<file path="src/rtl/efm_pkg.sv">
// Shared constants, register codes and beat types for the ethertype frame filter.
package efm_pkg;

  localparam int unsigned MAX_FRAME_BYTES = 2048;
  localparam int unsigned CNT_W = $clog2(MAX_FRAME_BYTES + 1);
  localparam int unsigned LEN_W = 11;
  localparam int unsigned MAC_W = 48;
  localparam int unsigned TYPE_W = 16;
  localparam int unsigned EXT_W = (CNT_W > LEN_W) ? CNT_W : LEN_W;

  localparam int unsigned HDR_LEN = 14;
  localparam int unsigned DST_END = 6;
  localparam int unsigned SRC_END = 12;
  localparam int unsigned TYPE_HI_IDX = 12;
  localparam int unsigned TYPE_LO_IDX = 13;

  localparam logic [TYPE_W-1:0] TYPE_RESET = 16'h88B6;
  localparam logic [LEN_W-1:0] CAP_RESET = 11'd1500;
  localparam logic [7:0] BCAST_BYTE = 8'hFF;

  localparam int unsigned CFG_ADDR_W = 2;
  localparam int unsigned CFG_DATA_W = MAC_W;

  typedef enum logic [CFG_ADDR_W-1:0] {
    REG_OWN_MAC = 2'd0,
    REG_MATCH_TYPE = 2'd1,
    REG_PAYLOAD_CAP = 2'd2
  } efm_reg_e;

  typedef struct packed {
    logic [7:0] frame_byte;
    logic       frame_last;
  } efm_beat_t;

  typedef struct packed {
    logic             payload_valid;
    logic [7:0]       payload_byte;
    logic             frame_done;
    logic             accepted;
    logic [MAC_W-1:0] source_address;
    logic [LEN_W-1:0] pay_len;
  } efm_result_t;

endpackage

</file>
<file path="src/rtl/efm_in_stage.sv">
// Input register stage: captures one received byte beat.
module efm_in_stage
  import efm_pkg::*;
(
  input  logic      clk_i,
  input  logic      rst_ni,
  input  logic      in_valid_i,
  output logic      in_ready_o,
  input  efm_beat_t in_beat_i,
  output logic      beat_valid_o,
  output efm_beat_t beat_o,
  input  logic      advance_i
);

  logic      valid_q, valid_d;
  efm_beat_t beat_q;

  assign in_ready_o = !valid_q || advance_i;
  assign valid_d = in_ready_o ? in_valid_i : valid_q;

  always_ff @(posedge clk_i or negedge rst_ni) begin
    if (!rst_ni) begin
      valid_q <= 1'b0;
    end else begin
      valid_q <= valid_d;
    end
  end

  always_ff @(posedge clk_i) begin
    if (in_ready_o && in_valid_i) begin
      beat_q <= in_beat_i;
    end
  end

  assign beat_valid_o = valid_q;
  assign beat_o = beat_q;

endmodule

</file>
<file path="src/rtl/efm_frame_check.sv">
// Configuration registers, per-frame header state and verdict logic.
module efm_frame_check
  import efm_pkg::*;
(
  input  logic                  clk_i,
  input  logic                  rst_ni,
  input  logic                  cfg_we_i,
  input  logic [CFG_ADDR_W-1:0] cfg_addr_i,
  input  logic [CFG_DATA_W-1:0] cfg_data_i,
  input  logic                  advance_i,
  input  efm_beat_t             beat_i,
  output efm_result_t           result_o
);

  logic [MAC_W-1:0]  own_mac_q;
  logic [TYPE_W-1:0] match_type_q;
  logic [LEN_W-1:0]  capacity_q;

  logic [CNT_W-1:0]  count_q, count_d;
  logic              dst_own_q, dst_own_d;
  logic              dst_bc_q, dst_bc_d;
  logic [7:0]        type_hi_q, type_hi_d;
  logic              type_ok_q, type_ok_d;
  logic [MAC_W-1:0]  src_q, src_d;

  logic [CNT_W-1:0]  idx;
  logic [CNT_W-1:0]  cnt_upd;
  logic              keep;
  logic [7:0]        want;
  logic              own_upd, bc_upd, ok_upd, pv;
  logic [7:0]        hi_upd;
  logic [MAC_W-1:0]  src_upd;
  logic [CNT_W-1:0]  pl;
  logic [EXT_W-1:0]  pl_ext;
  logic              long_enough;

  always_ff @(posedge clk_i or negedge rst_ni) begin
    if (!rst_ni) begin
      own_mac_q <= '0;
      match_type_q <= TYPE_RESET;
      capacity_q <= CAP_RESET;
    end else if (cfg_we_i) begin
      unique case (cfg_addr_i)
        REG_OWN_MAC: own_mac_q <= cfg_data_i[MAC_W-1:0];
        REG_MATCH_TYPE: match_type_q <= cfg_data_i[TYPE_W-1:0];
        REG_PAYLOAD_CAP: capacity_q <= cfg_data_i[LEN_W-1:0];
        default: ;
      endcase
    end
  end

  assign idx = count_q;
  assign keep = idx < CNT_W'(MAX_FRAME_BYTES);

  // Expected destination byte, first wire byte in the top bits.
  always_comb begin
    unique case (idx[2:0])
      3'd0: want = own_mac_q[47:40];
      3'd1: want = own_mac_q[39:32];
      3'd2: want = own_mac_q[31:24];
      3'd3: want = own_mac_q[23:16];
      3'd4: want = own_mac_q[15:8];
      3'd5: want = own_mac_q[7:0];
      default: want = own_mac_q[7:0];
    endcase
  end

  always_comb begin
    own_upd = dst_own_q;
    bc_upd = dst_bc_q;
    hi_upd = type_hi_q;
    ok_upd = type_ok_q;
    src_upd = src_q;
    pv = 1'b0;
    cnt_upd = count_q;
    if (keep) begin
      cnt_upd = idx + CNT_W'(1);
      if (idx < CNT_W'(DST_END)) begin
        if (beat_i.frame_byte != want) own_upd = 1'b0;
        if (beat_i.frame_byte != BCAST_BYTE) bc_upd = 1'b0;
      end else if (idx < CNT_W'(SRC_END)) begin
        src_upd = {src_q[MAC_W-9:0], beat_i.frame_byte};
      end else if (idx == CNT_W'(TYPE_HI_IDX)) begin
        hi_upd = beat_i.frame_byte;
      end else if (idx == CNT_W'(TYPE_LO_IDX)) begin
        ok_upd = ({type_hi_q, beat_i.frame_byte} == match_type_q);
      end else begin
        pv = 1'b1;
      end
    end
  end

  assign long_enough = cnt_upd >= CNT_W'(HDR_LEN);
  assign pl = long_enough ? cnt_upd - CNT_W'(HDR_LEN) : '0;
  assign pl_ext = EXT_W'(pl);

  always_comb begin
    result_o.payload_valid = pv;
    result_o.payload_byte = pv ? beat_i.frame_byte : 8'd0;
    result_o.frame_done = beat_i.frame_last;
    result_o.accepted = 1'b0;
    result_o.source_address = '0;
    result_o.pay_len = '0;
    if (beat_i.frame_last) begin
      result_o.accepted = long_enough && ok_upd && (own_upd || bc_upd)
                          && (pl_ext <= EXT_W'(capacity_q));
      result_o.source_address = src_upd;
      result_o.pay_len = (pl_ext > EXT_W'({LEN_W{1'b1}})) ? {LEN_W{1'b1}}
                                                           : pl_ext[LEN_W-1:0];
    end
  end

  // Clear per-frame state after the last beat.
  always_comb begin
    count_d = count_q;
    dst_own_d = dst_own_q;
    dst_bc_d = dst_bc_q;
    type_hi_d = type_hi_q;
    type_ok_d = type_ok_q;
    src_d = src_q;
    if (advance_i) begin
      if (beat_i.frame_last) begin
        count_d = '0;
        dst_own_d = 1'b1;
        dst_bc_d = 1'b1;
        type_hi_d = '0;
        type_ok_d = 1'b0;
        src_d = '0;
      end else begin
        count_d = cnt_upd;
        dst_own_d = own_upd;
        dst_bc_d = bc_upd;
        type_hi_d = hi_upd;
        type_ok_d = ok_upd;
        src_d = src_upd;
      end
    end
  end

  always_ff @(posedge clk_i or negedge rst_ni) begin
    if (!rst_ni) begin
      count_q <= '0;
      dst_own_q <= 1'b1;
      dst_bc_q <= 1'b1;
      type_hi_q <= '0;
      type_ok_q <= 1'b0;
      src_q <= '0;
    end else begin
      count_q <= count_d;
      dst_own_q <= dst_own_d;
      dst_bc_q <= dst_bc_d;
      type_hi_q <= type_hi_d;
      type_ok_q <= type_ok_d;
      src_q <= src_d;
    end
  end

endmodule

</file>
<file path="src/rtl/efm_out_stage.sv">
// Result register stage: holds one result beat until downstream takes it.
module efm_out_stage
  import efm_pkg::*;
(
  input  logic        clk_i,
  input  logic        rst_ni,
  input  logic        load_valid_i,
  output logic        load_ready_o,
  input  efm_result_t result_i,
  output logic        out_valid_o,
  input  logic        out_ready_i,
  output efm_result_t result_o
);

  logic        valid_q, valid_d;
  efm_result_t result_q;

  assign load_ready_o = !valid_q || out_ready_i;
  assign valid_d = load_ready_o ? load_valid_i : valid_q;

  always_ff @(posedge clk_i or negedge rst_ni) begin
    if (!rst_ni) begin
      valid_q <= 1'b0;
    end else begin
      valid_q <= valid_d;
    end
  end

  always_ff @(posedge clk_i) begin
    if (load_ready_o && load_valid_i) begin
      result_q <= result_i;
    end
  end

  assign out_valid_o = valid_q;
  assign result_o = result_q;

endmodule

</file>
<file path="src/rtl/ethertype_mac_frame_filter.sv">
// Path: a byte beat accepted into the input register is loaded into the result register,
// where its result beat waits until downstream takes it.
// Throughput: one byte beat per cycle; input ready follows result ready combinationally,
// so a new beat is blocked only while a result beat waits on downstream.
// Reset: asynchronous, active low; clears stage valids, frame state and
// loads register defaults (own MAC 0, ethertype 0x88B6, capacity 1500).
module ethertype_mac_frame_filter
  import efm_pkg::*;
(
  input  logic                  clk_i,
  input  logic                  rst_ni,
  input  logic                  s_axis_tvalid,
  output logic                  s_axis_tready,
  input  logic [7:0]            s_axis_tdata,  // [7:0] frame_byte
  input  logic                  s_axis_tlast,
  output logic                  m_axis_tvalid,
  input  logic                  m_axis_tready,
  // [7:0] payload_byte, [8] accepted, [56:9] source_address,
  // [67:57] pay_len, [71:68] zero
  output logic [71:0]           m_axis_tdata,
  output logic [0:0]            m_axis_tuser,  // [0] payload_valid
  output logic                  m_axis_tlast,  // frame_done
  input  logic                  cfg_we_i,
  input  logic [CFG_ADDR_W-1:0] cfg_addr_i,
  input  logic [CFG_DATA_W-1:0] cfg_data_i
);

  efm_beat_t   in_beat, beat;
  efm_result_t result, out_result;
  logic        beat_valid, load_ready, advance;

  assign in_beat.frame_byte = s_axis_tdata;
  assign in_beat.frame_last = s_axis_tlast;
  assign advance = beat_valid && load_ready;

  efm_in_stage u_in (
    .clk_i        (clk_i),
    .rst_ni       (rst_ni),
    .in_valid_i   (s_axis_tvalid),
    .in_ready_o   (s_axis_tready),
    .in_beat_i    (in_beat),
    .beat_valid_o (beat_valid),
    .beat_o       (beat),
    .advance_i    (advance)
  );

  efm_frame_check u_check (
    .clk_i      (clk_i),
    .rst_ni     (rst_ni),
    .cfg_we_i   (cfg_we_i),
    .cfg_addr_i (cfg_addr_i),
    .cfg_data_i (cfg_data_i),
    .advance_i  (advance),
    .beat_i     (beat),
    .result_o   (result)
  );

  efm_out_stage u_out (
    .clk_i        (clk_i),
    .rst_ni       (rst_ni),
    .load_valid_i (beat_valid),
    .load_ready_o (load_ready),
    .result_i     (result),
    .out_valid_o  (m_axis_tvalid),
    .out_ready_i  (m_axis_tready),
    .result_o     (out_result)
  );

  assign m_axis_tdata = {4'd0, out_result.pay_len, out_result.source_address,
                         out_result.accepted, out_result.payload_byte};
  assign m_axis_tuser = out_result.payload_valid;
  assign m_axis_tlast = out_result.frame_done;

endmodule
</file>
<file path="config.mk">
export PLATFORM = sky130hd
export DESIGN_NAME = ethertype_mac_frame_filter
export DESIGN_NICKNAME = d
export VERILOG_FILES = /design/src/rtl/efm_pkg.sv /design/src/rtl/efm_in_stage.sv /design/src/rtl/efm_frame_check.sv /design/src/rtl/efm_out_stage.sv /design/src/rtl/ethertype_mac_frame_filter.sv
export SDC_FILE = /design/constraint.sdc
export NUM_CORES = 1
export LEC_CHECK = 0
export ABC_CLOCK_PERIOD_IN_PS = 6500
export BUFFER_PORTS_ARGS = -buffer_cell sky130_fd_sc_hd__buf_4
export CORE_MARGIN = 2
export CORE_UTILIZATION = 39
export CTS_CLUSTER_SIZE = 14
export DETAILED_ROUTE_END_ITERATION = 10
export PLACE_DENSITY = 0.59
export SYNTH_ARGS = -nofsm -noshare
export SYNTH_HDL_FRONTEND = slang
export SYNTH_SLANG_ARGS = --single-unit
</file>
<file path="constraint.sdc">
create_clock -name clk_i -period 6.5 [get_ports clk_i]
set_clock_uncertainty 0.1 [all_clocks]
set_input_delay 0.65 -clock clk_i [delete_from_list [all_inputs] [get_ports clk_i]]
set_output_delay 0.65 -clock clk_i [all_outputs]
set_load 0.01 [all_outputs]
</file>
## Yosys cells after proc, flatten, opt, wreduce, memory -nomap -nowiden

Cells that the tools add are included.

- Magnitude comparators: 6
- Reduce and logical (&&, ||, !) cells: 18
- Muxes and demuxes: 33
- Equality and inequality tests: 13
- Add/subtract/negate cells: 2

Operators by type and width:

| operator | count |
|---|---|
| 48-bit 2-to-1 mux | 4 |
| 8-bit 2-to-1 mux | 5 |
| 8-bit case mux with 5 select lines | 1 |
| 12-bit 2-to-1 mux | 3 |
| 12-bit by 4-bit equality test with 1-bit output (second input constant) | 2 |
| 1-bit 2-to-1 mux | 19 |
| 16-bit equality test | 1 |
| 12-bit by 1-bit adder with 12-bit output (second input constant) | 1 |
| 12-bit by 4-bit greater-or-equal comparator with 1-bit output (second input constant) | 1 |
| 12-bit by 11-bit > comparator with 1-bit output (second input constant) | 1 |
| 12-bit by 11-bit <= comparator with 1-bit output | 1 |
| 12-bit < comparator (second input constant) | 1 |
| 12-bit by 3-bit < comparator with 1-bit output (second input constant) | 1 |
| 12-bit by 4-bit < comparator with 1-bit output (second input constant) | 1 |
| 12-bit by 4-bit subtractor with 12-bit output (second input constant) | 1 |
| 11-bit 2-to-1 mux | 1 |
| 8-bit inequality test | 1 |
| 8-bit inequality test (second input constant) | 1 |
| 3-bit by 2-bit equality test with 1-bit output (second input constant) | 2 |
| 2-bit AND reduction | 3 |
| 1-bit logical AND | 5 |
| 5-bit AND reduction | 1 |
| 2-bit inequality test (second input constant) | 2 |
| 2-bit nonzero test | 2 |
| 8 further kinds | 11 |

- Output and inout bits: 76
- Register bits: 227
- Input bits: 64
- Word-level logic and storage cells: 91

## Longest topological paths before layout

Gate-level depths: netlist of run 1.

- Depth in word-level cells: 9
- Depth in mapped cells: 18

## Modules after synthesis

Synthesis of run 1 repeated with hierarchy kept, for this count alone.

- Cell total of the unflattened synthesis: 985
- Area total of the unflattened synthesis: 11288.3 um^2

Modules (own cells, without submodules):

| module | seq. area each (um^2) | area each (um^2) | cells each | times used |
|---|---|---|---|---|
| efm_frame_check | 3673.5 | 8768.4 | 892 | 1 |
| efm_out_stage | 2127.0 | 2155.8 | 74 | 1 |
| efm_in_stage | 295.3 | 324.1 | 13 | 1 |
| ethertype_mac_frame_filter | 0.0 | 40.0 | 6 | 1 |

## Worst setup path before layout of run 1

No wires, ideal clock.

- Kind: register to register
- From: register u_check.count_q[2]
- To: register u_out.result_q, in the netlist u_out.result_o[59] (data pin)
- Cell stages (with the launch flop): 19
- Setup slack: 2.581 ns
- Period minus slack after synthesis: 3.919 ns
- Arrival time: 3.561 ns
- Library setup time: 0.258 ns
- Required time: 6.142 ns
- Buffers on the path: 3
- Cell sequence: dfrtp_1 > buf_4 > buf_2 > inv_1 > ha_1 > or3b_2 > a21boi_2 > nor4bb_4 > and2_1 > buf_6 > or2_2 > ha_1 > nor2b_1 > o21a_1 > o21ai_0 > a2111oi_0 > nor4_1 > o21ai_0 > nor3b_1

- Cells in the longest elaborated chain, start to end: 9
- Elaborated cells between the ends (all ways): 32
- Those cells by class: add/sub: 2; order compare: 5; eq/ne: 7; mux: 13; reduce/logical: 5

Ends and longest elaborated chain:

| element | RTL line | text |
|---|---|---|
| start, declared | efm_frame_check.sv:19 | `logic [CNT_W-1:0] count_q, count_d;` |
| start signal, assigned | efm_frame_check.sv:149 | `count_q <= count_d;` |
| parallel branches: the longest is 8 deep, another holds 12-bit by 1-bit adder with 12-bit output | n/a |  |
| 1-bit logical AND * | efm_frame_check.sv:106 | `&& (pl_ext <= EXT_W'(capacity_q));` |
| end signal, assigned | efm_out_stage.sv:31 | `result_q <= result_i;` |
| end, declared | efm_out_stage.sv:16 | `efm_result_t result_q;` |

Mark *: on every way between the ends.
A chain may end at the register's enable or synchronous reset.

## Final worst setup path of run 1

- From: register u_check.count_q[1]
- To: register u_out.result_q, in the netlist u_out.result_o[59] (data pin)

Same word-level chain as after synthesis.

==> run_results.csv, run 1 <==
group,metric,value,unit
critical_path,slowest_stage,"dfrtp_1",
yosys,syn_inst,1009,
grt,grt_pass1_vias,7705,
route,drc,0,
critical_path,crit_required,6680,ps
yosys,async_flop_share,65.20,%
final_layout,area_growth,19.84,%
clock_tree,cts_buffers,26,
yosys,syn_area,0.01097,mm2
final_layout,layout_commonest_cell,"nand2_1",
route,vias,7817,
sta,fin_crit_sh,66.07,%
floorplan,design.core.area,0.02771,mm2
route,drtIter0Drc,665,
route,wl_per_cell,17.56,um
grt,antenna_found_initial,0,
place,hpwl,17290,um
sta,relSlewSlack,29.69,%
yosys,synth_cell_types,65,
grt,track_usage,18.17,%
final_layout,fill_cells,2590,
final_layout,instances_no_fill,1510,
sta,worstMarginPinSlew,1055,ps
clock_tree,holdBufCountCts,0,
sta,final_hold_viol_count,0,
power_and_ir_drop,p_per_area,347.7,mW/mm2
clock_tree,post_cts.repair.setup_buffers,0,
critical_path,startpoint,"u_check.count_q[1]",
yosys,synth_seq_cells,227,
floorplan,die_height,171.7,um
yosys,synth_top_area_cell,"dfrtp_1",
clock_tree,clock_latency,540,ps
final_layout,final_core_util,47.45,%
critical_path,critical_path_arrival,4470,ps
critical_path,path_cells,"ha_1, ha_1, or3b_2, a21boi_2, nor4bb_4, and2_1, or2_2, ha_1, nor2b_1, o21a_1, o21ai_0, a2111oi_0, nor4_1, o21ai_0, nor3b_1",
critical_path,worstPathMaxFanout,10,
place,gp_congestion,0.8411,
sta,slew_viol_final,0,
power_and_ir_drop,ir_drop,0.1988,mV
sta,timing.fmax,232.9,MHz
power_and_ir_drop,power.total,4.570,mW
floorplan,start_util,39.59,%
clock_tree,htree_levels,1,
yosys,synth_top_area_share,30.11,%
yosys,synth_area_leaders,"dfrtp_1 (30%), edfxtp_1 (22%), mux2_2 (8.6%)",
clock_tree,cts_tree,"done",
yosys,yosys_warnings,0,
clock_tree,ctsResizeCount,0,
place,placed_cell_area,0.01221,mm2
final_layout,drive_above_1_share,26.68,%
final_layout,final_cell_mix,"nand2_1 (182), buf_4 (142), dfrtp_1 (132)",
sta,setup_slack,2206,ps
place,io_buffers,135,
route,firstDrtPassIters,5,
clock_tree,cts_sinks,227,
critical_path,critPathLaunchType,"flip-flop",
floorplan,die_x,171.7,um
critical_path,slowest_delay,540,ps
grt,grt_max_degree,84,
sta,tns,0,ps
critical_path,path_class,"flip-flop to flip-flop",
yosys,synthFlopType,"dfrtp_1",
critical_path,crit_top_cell,"ha_1",
status,outcome,"finished, final reports clean",
clock_tree,clk_pin_slew,60,ps
sta,grt_setup_unrepaired,"false",
yosys,synth_area_per_cell,10.87,um2
critical_path,timing.rr.start,"u_check.count_q[1]",
floorplan,dieArea,0.02948,mm2
sta,final-setup-viol-count,0,
route,via_per_inst,5.177,
sta,period_needed,4294,ps
critical_path,cp_num_buf_inv,0,
floorplan,ios,140,
clock_tree,clock_path_buffers,3,
clock_tree,root_buffer,"clkbuf_16",
run,maxCapViolations,0,
final_layout,design_area,0.01315,mm2
yosys,synth-seq-area-share,55.57,%
grt,grt_pass1_wl,42410,um
route,postRouteAntennaNets,0,
route,routed_wl,26520,um
final_layout,fin_nets,1193,
min_path,hp-class,"primary input to async pin",
critical_path,cp-end-kind,"flip-flop",
yosys,synth_edf_count,79,
critical_path,cp_top_family,"simple AND/OR/NAND/NOR gates",
grt,grt_overflow,0,
place,dp_cells,1462,
sta,finalHoldWorstSlack,26.90,ps
power_and_ir_drop,p_leak,5.482,nW
final_layout,antenna_cells,0,
place,post-place-ws,2269,ps
floorplan,rows,61,
## synth_stat cells, types with 3 or more instances
| master | instances |
|---|---|
| and2_1 | 12 |
| o21ai_0 | 69 |
| nand4_1 | 12 |
| nor3_1 | 3 |
| mux2_2 | 84 |
| nor4_1 | 7 |
| or3_1 | 3 |
| a22oi_1 | 12 |
| buf_2 | 12 |
| nor2_1 | 33 |
| o31ai_1 | 5 |
| dfstp_2 | 16 |
| a211oi_1 | 8 |
| a22o_1 | 12 |
| nand2_1 | 183 |
| dfrtp_1 | 132 |
| mux2i_1 | 6 |
| xnor2_1 | 20 |
| edfxtp_1 | 79 |
| buf_4 | 7 |
| inv_1 | 25 |
| nand3b_1 | 3 |
| o21ai_1 | 8 |
| o211ai_1 | 5 |
| o2bb2ai_1 | 5 |
| nand2b_1 | 3 |
| buf_6 | 3 |
| nand3_1 | 6 |
| o22ai_1 | 3 |
| xor2_1 | 12 |
| a21oi_1 | 73 |
| a21boi_0 | 46 |
| ha_1 | 17 |
| clkbuf_1 | 47 |
## path summary, 6_finish.rpt
kind / depth (start not counted) / slack [ps] / to
setup / recovery: 15 / 2210 / u_out.result_o[59]
max in group asynchronous: 2 / 4890 / u_check.src_q[14]
min in group clk_i: 1 / 180 / u_in.beat_o[5]
hold reg to reg: 2 / 390 / u_check.src_q[42]
hold / removal: 1 / 30 / u_check.own_mac_q[45]
setup reg to reg: 15 / 2210 / u_out.result_o[59]
## cell families after synthesis
group	after synthesis	share of synthesized area, %
other	1	0.03419
muxes	90	9.171
adders and majority gates	17	1.939
and+or+nand+nor	286	12.11
DFF	227	55.57
AOI/OAI and AO/OA	258	14.46
buffers and inverters	97	3.901
xor gates and xnor gates	33	2.806
## sequential cells by signal, indices dropped and copies added (netlist names)
name and cells:
u_out.result_o 70, u_check.own_mac_q 48, u_check.src_q 48, u_check.match_type_q 16, u_check.count_q 12, u_check.capacity_q 11
u_in.beat_o 9, u_check.type_hi_q 8, u_check.dst_bc_q 1, u_check.dst_own_q 1, u_check.type_ok_q 1, u_in.beat_valid_o 1
u_out.out_valid_o 1
## report_power, final
part,switching [mW],internal (mW)
sequential,0.241,1.83
clock,0.585,0.971
combinational,0.501,0.441
total,1.33,3.24
## layer usage
layer  wire length, um  vias to the layer above  share of wire, %  track usage (%)
met4               429                        0               1.6            4.385
met1             12030                     3832                45            25.23
met2             12830                      171                48            29.81
met5                 0                        -                 0                0
met3              1226                       30               4.6            2.968
li1                  -                     3784                 -                -
## cell type report
class	instances	area [um2]	area share (%)
clock buffer	39	802.0	6.101
clock inverter	9	132.6	1.009
inverter	26	98.84	0.7520
multi-input combinational	688	4466	33.97
sequential	227	6096	46.37
tap	378	473.0	3.598
timing repair buffer	143	1077	8.195
No activity file was read; power rests on OpenSTA's default activity.
==> run 2: changes to the inputs <==
- ABC_CLOCK_PERIOD_IN_PS: 6500 -> 4300
- clock period: 6.5 -> 4.3 ns (I/O delays scaled with it)
==> run 2 against run 1 <==
Effect of this change: combinational power is 55% higher; sequential share of layout area decreased by 0.37 points; count of clock-buffer cells in the layout is 5 lower; sequential power up 51%; highest routed layer unchanged; largest cell class unchanged; critical path depth is the same; critical endpoint unchanged; wire length up 1.7%; non-clock buffer count up 21; utilization rose by 0.38 points; final area rose by 0.81%.
==> run_results.csv, run 2 (synthesized netlist as in run 1, its figures left out) <==
group,metric,value,unit
clock_tree,clock_latency,520,ps
sta,final_hold_viol_count,0,
final_layout,largest_reg_flops,70,
sta,grt_setup_unrepaired,"false",
clock_tree,clk_pin_slew,60,ps
final_layout,final_cell_mix,"nand2_1 (182), buf_4 (151), dfrtp_1 (132)",
grt,grt_max_degree,94,
clock_tree,cts_sinks,227,
status,outcome,"finished, final reports clean",
route,wl_per_cell,17.62,um
critical_path,critical_path_arrival,4250,ps
critical_path,path_class,"flip-flop to flip-flop",
critical_path,critPathLaunchType,"flip-flop",
clock_tree,cts_buffers,26,
floorplan,ios,140,
sta,period_needed,4072,ps
power_and_ir_drop,p_per_area,510.6,mW/mm2
power_and_ir_drop,power_switching_share,29.89,%
floorplan,die_height,171.7,um
grt,grt_overflow,0,
route,routed_wl,26970,um
critical_path,crit_required,4470,ps
min_path,whs_path_depth,2,
floorplan,dieArea,0.02948,mm2
sta,slew_viol_final,0,
grt,grt_pass1_wl,42790,um
min_path,hp-class,"primary input to flip-flop",
grt,grt_pass1_vias,7703,
final_layout,layout_commonest_cell,"nand2_1",
sta,timing.fmax,245.6,MHz
power_and_ir_drop,power.total,6.766,mW
critical_path,rr_worst_depth,15,
route,vias,7839,
sta,tns,0,ps
power_and_ir_drop,power.share.clock,32.3,%
place,placed_cell_area,0.01230,mm2
clock_tree,cts_tree,"done",
final_layout,fill_cells,2544,
route,drtIter0Drc,571,
route,firstDrtPassIters,5,
route,via_per_inst,5.120,
final_layout,area_growth,20.81,%
power_and_ir_drop,p_seq_share,46.1,%
final_layout,drive_above_1_share,26.89,%
route,postRouteAntennaNets,0,
power_and_ir_drop,p_int,4.743,mW
power_and_ir_drop,p_leak,5.537,nW
power_and_ir_drop,p_switching,2.023,mW
grt,track_usage,18.38,%
place,hpwl,17710,um
critical_path,worstPathMaxFanout,8,
place,gp_congestion,0.8475,
floorplan,rows,61,
route,drc,0,
power_and_ir_drop,combPwrFrac,21.6,%
sta,fin_crit_sh,94.71,%
clock_tree,post_cts.repair.setup_buffers,0,
clock_tree,root_buffer,"clkbuf_16",
floorplan,start_util,39.59,%
floorplan,design.core.area,0.02771,mm2
final_layout,fin_nets,1214,
run,maxCapViolations,0,
sta,final-setup-viol-count,0,
sta,relSlewSlack,31.38,%
sta,worstMarginPinSlew,1029,ps
floorplan,die_x,171.7,um
grt,antenna_found_initial,0,
power_and_ir_drop,ir_drop,0.3188,mV
place,io_buffers,135,
critical_path,cp-end-kind,"flip-flop",
clock_tree,htree_levels,1,
final_layout,antenna_cells,0,
final_layout,design_area,0.01325,mm2
clock_tree,clock_path_buffers,3,
-- run 2: cell type report --
class / instances / area [um2] / share of cell area (%)
clock buffer: 34 / 711.9 / 5.372
clock inverter: 14 / 131.4 / 0.9914
inverter: 26 / 98.84 / 0.7459
multi-input combinational: 688 / 4466 / 33.70
sequential: 227 / 6096 / 46.00
tap: 378 / 473.0 / 3.569
timing repair buffer: 164 / 1275 / 9.621
-- run 2: worst paths after layout --
| kind | startpoint | endpoint | slack [ps] |
|---|---|---|---|
| worst max-delay path | u_check.count_q[0] | u_out.result_o[59] | 230 |
| worst min-delay path | cfg_data_i[35] | u_check.own_mac_q[35] | 30 |
| worst max register to register | u_check.count_q[0] | u_out.result_o[59] | 230 |
| worst min register to register | u_check.src_q[45] | u_check.src_q[45] | 380 |
| max in group asynchronous | rst_ni | u_check.dst_own_q | 2680 |
| min in group asynchronous | rst_ni | u_check.own_mac_q[46] | 450 |
-- run 2: critical path, cell delays in order (launching register included) --
cell and delay (ps):
dfrtp_1 480, ha_1 350, ha_1 290, or3b_2 460
a21boi_2 270, nor4bb_4 110, and2_1 210, or2_2 310
ha_1 180, nor2b_1 110, o21a_1 110, o21ai_0 80
a2111oi_0 430, nor4_1 90, o21ai_0 190, nor3b_1 70
-- run 2: timing repair --
action / in CTS / in global routing
resized for setup: 0 / 0
endpoints found under the hold margin: 87 / 0
hold buffers: 11 / 0
-- run 2: metrics by stage --
stage / hold slack, ps / util [%] / instances / setup slack [ps]
floorplan: 34.41 / - / 1012 / 381.1
CTS: 16.88 / 47.83 / 1531 / 219.9
global placement: 365.5 / 44.39 / 1472 / 286.0
global route: 29.20 / 47.83 / 1531 / 53.64
finish: 34.95 / 47.83 / 1531 / 227.7
detailed placement: 375.3 / 44.39 / 1472 / 262.9
-- run 2: metal layers --
layer  share of wire (%)  global-route usage, %  vias to the layer above
met2                  48                  29.88                      189
met4                 2.5                  5.085                        0
met1                  45                  25.61                     3780
met5                   0                      0                        -
li1                    -                      -                     3827
met3                 4.5                  2.761                       43
-- run 2: power by group through the flow --
stage | registers (mW) | logic, mW | clock network [mW]
final | 3.12 | 1.46 | 2.19
after CTS | 3.12 | 1.48 | 2.24
after global placement | 3.15 | 1.43 | 0
after global routing | 3.19 | 1.66 | 2.32
after floorplan | 3.09 | 0.967 | 0
after detailed placement | 3.16 | 1.46 | 0
==> run 3: changes to the inputs <==
- ABC_AREA: not set -> 1
- PLACE_DENSITY: 0.59 -> 0.6
- RECOVER_POWER: not set -> 100
==> run 3 against run 2 <==
Effect of this change: sequential share of layout area up 2.8 points; critical endpoint unchanged; the run now ends with capacitance limit, slew limit left; largest cell class unchanged; sequential power down 12%; combinational power down 13%; critical path depth up 5; wire length down 4.3%; clock power about the same; power down 8.0%; global-route usage down 0.24 points; count of clock-buffer cells in the layout up 8; cell count up 6.3%.
==> run_results.csv, run 3 <==
group,metric,value,unit
yosys,synth_edf_count,79,
power_and_ir_drop,p_per_area,497.8,mW/mm2
yosys,synth_top_area_share,31.26,%
floorplan,start_util,39.42,%
yosys,synth_area_leaders,"dfrtp_1 (31%), edfxtp_1 (22%), nand2_1 (8.8%)",
sta,relSlewSlack,-82.73,%
route,drc,0,
yosys,synth_xor_area_share,1.078,%
grt,track_usage,18.14,%
floorplan,dieArea,0.02842,mm2
min_path,min_delay_worst_endpoint,"u_check.own_mac_q[39]",
grt,met2_usage,30.20,%
place,gp_congestion,0.8668,
sta,final-setup-viol-count,0,
yosys,synth_cell_types,37,
yosys,synth_top_area_cell,"dfrtp_1",
sta,tns,0,ps
final_layout,layout_commonest_cell,"nand2_1",
run,maxCapViolations,3,
route,postRouteAntennaNets,0,
sta,fin_crit_sh,88.63,%
clock_tree,holdBufCountCts,10,
floorplan,design.core.area,0.02680,mm2
yosys,synthTopCellsByCount,"nand2_1 (247), inv_1 (142), dfrtp_1 (132), nor2_1 (109), o21ai_0 (107)",
place,hpwl,17870,um
route,wl_per_cell,15.86,um
critical_path,rr_worst_depth,20,
clock_tree,post_cts.repair.setup_buffers,0,
yosys,synth_seq_cells,227,
sta,final_hold_viol_count,0,
sta,slew_viol_final,226,
route,firstDrtPassIters,6,
final_layout,antenna_cells,0,
critical_path,critPathLaunchType,"flip-flop",
min_path,hold_path.startpoint,"cfg_data_i[39]",
critical_path,crit_top_cell,"ha_1",
power_and_ir_drop,p_leak,5.904,nW
final_layout,final_core_util,46.64,%
yosys,syn_area,0.01057,mm2
grt,grt.busiest_layer,"met2",
floorplan,rows,60,
critical_path,crit_required,4570,ps
yosys,synth_fa_ha_area_share,2.013,%
grt,grtUsageMet1,24.64,%
grt,grt_max_degree,106,
yosys,async_flop_share,65.20,%
status,outcome,"finished, violations left",
grt,antenna_found_initial,0,
clock_tree,clock_path_buffers,3,
final_layout,largest_reg_flops,70,
place,io_buffers,135,
yosys,synthFlopType,"dfrtp_1",
grt,grt_overflow,0,
power_and_ir_drop,ir_drop,0.3464,mV
power_and_ir_drop,power.total,6.222,mW
floorplan,die_x,168.6,um
yosys,synth_area_per_cell,9.333,um2
floorplan,die_height,168.6,um
critical_path,rrSetupSlack,490,ps
sta,worstMarginPinSlew,2738,ps
yosys,synth.most_common_cell,"nand2_1",
final_layout,instances_no_fill,1628,
status,violations,"capacitance limit, slew limit",
yosys,synth-simple-area-share,18.00,%
clock_tree,htree_levels,1,
grt,grt_pass1_wl,41290,um
place,dp_cells,1571,
yosys,synth_compound_area_share,10.14,%
clock_tree,clock_latency,520,ps
critical_path,timing.rr.start,"u_check.count_q[0]",
sta,period_needed,3811,ps
final_layout,drive_above_1_share,13.60,%
final_layout,final_cell_mix,"nand2_1 (248), inv_1 (143), dfrtp_1 (132)",
yosys,syn_inst,1132,
route,via_per_inst,4.950,
grt,grt_pass1_vias,7810,
grt,grtUsageMet3,2.361,%
min_path,whs_path_depth,2,
critical_path,slowest_stage,"dfrtp_1",
critical_path,cp-end-kind,"flip-flop",
clock_tree,clk_pin_slew,60,ps
critical_path,critical_path_arrival,4080,ps
route,drtIter0Drc,747,
clock_tree,cts_tree,"done",
sta,grt_setup_unrepaired,"false",
yosys,synth-seq-area-share,57.70,%
critical_path,path_cells,"ha_1, ha_1, o21ai_0, ha_1, nand3_1, nand2_1, inv_1, nand3_1, xor2_1, or2_0, inv_1, ha_1, nand2_1, nor2_1, nand4_1, nor3b_1, a21oi_1, nor2_1, nand2_1, a21oi_1",
yosys,synth_top_family_by_area,"simple AND/OR/NAND/NOR gates",
sta,timing.fmax,262.4,MHz
clock_tree,cts_sinks,227,
floorplan,ios,140,
clock_tree,ctsResizeCount,0,
critical_path,worstPathMaxFanout,5,
route,routed_wl,25820,um
min_path,hp-class,"primary input to flip-flop",
yosys,muxShareOfSynthArea,3.411,%
final_layout,fin_nets,1349,
route,vias,8058,
clock_tree,cts_buffers,26,
critical_path,path_class,"flip-flop to flip-flop",
critical_path,slowest_delay,430,ps
final_layout,area_growth,18.31,%
yosys,yosys_warnings,0,
critical_path,r2r_end,"u_out.result_o[59]",
clock_tree,root_buffer,"clkbuf_16",
run 3: cell types whose count changed in the layout (fill, tap and decap cells not counted), moves of 52 or more:
cell      before  now
inv_1         24  143
buf_4        151   54
clkbuf_1       6   87
nor2_1        33  109
nand2_1      182  248
o22ai_1        3   59
a21oi_1       73   19
mux2_2        84   32
run 3: power by group:
group / switching, mW / internal, mW
sequential: 0.162 / 2.60
combinational: 0.833 / 0.438
clock: 0.860 / 1.33
run 3: how the worst max path moves through the flow:
| stage | startpoint | end | slack, ps | depth (start not counted) |
|---|---|---|---|---|
| finish | u_check.count_q[0] | u_out.result_o[59] | 490 | 20 |
| global route | u_check.count_q[0] | u_out.result_o[59] | 120 | 20 |
| CTS | u_check.count_q[0] | u_out.result_o[59] | 540 | 20 |
| detailed placement | u_check.count_q[0] | u_out.result_o[59] | 570 | 23 |
| global placement | u_check.count_q[0] | u_out.result_o[59] | 650 | 23 |
| floorplan | m_axis_tready | u_out.result_o[0] | 800 | 5 |
run 3: cells by family after synthesis:
kind of cell               after synthesis
AOI/OAI and AO/OA                      196
xor gates and xnor gates                13
adders and majority gates               17
buffers and inverters                  198
DFF                                    227
muxes                                   32
other                                    1
and+or+nand+nor                        448
run 3: per-stage QoR:
| step | hold slack, ps | worst slack [ps] | area (um2) |
|---|---|---|---|
| 6_report | 39.32 | 489.1 | 12500 |
| 5_1_grt | 30.62 | 124.6 | 12500 |
| 4_1_cts | 21.89 | 538.2 | 12830 |
| 3_5_place_dp | 373.8 | 567.0 | 11870 |
| 3_3_place_gp | 366.1 | 652.6 | 11870 |
| 2_1_floorplan | 34.41 | 797.0 | 10580 |
run 3: critical path: cells and delay by family, from the launching register on:
kind,cells,cell delay [ps]
xor+xnor,1,160
flops,1,430
buf+inv,2,90
simple gates,10,1230
compound gates,3,590
fa+ha+maj,4,1080
run 3: cell type report:
| cell class | count | area [um2] |
|---|---|---|
| clock inverters | 5 | 50.05 |
| fillers | 2551 | 14300 |
| multi-input cells | 710 | 3659 |
| flip-flops and latches | 227 | 6096 |
| well taps | 341 | 426.7 |
| inverters | 149 | 559.3 |
| repair buffers | 154 | 905.9 |
| clock buffers | 42 | 803.3 |
run 3: routing by layer:
layer | wire length (um) | vias up
li1 | - | 4012
met1 | 11720 | 3790
met2 | 12120 | 208
met3 | 1102 | 48
met4 | 889 | 0
met5 | 0 | -
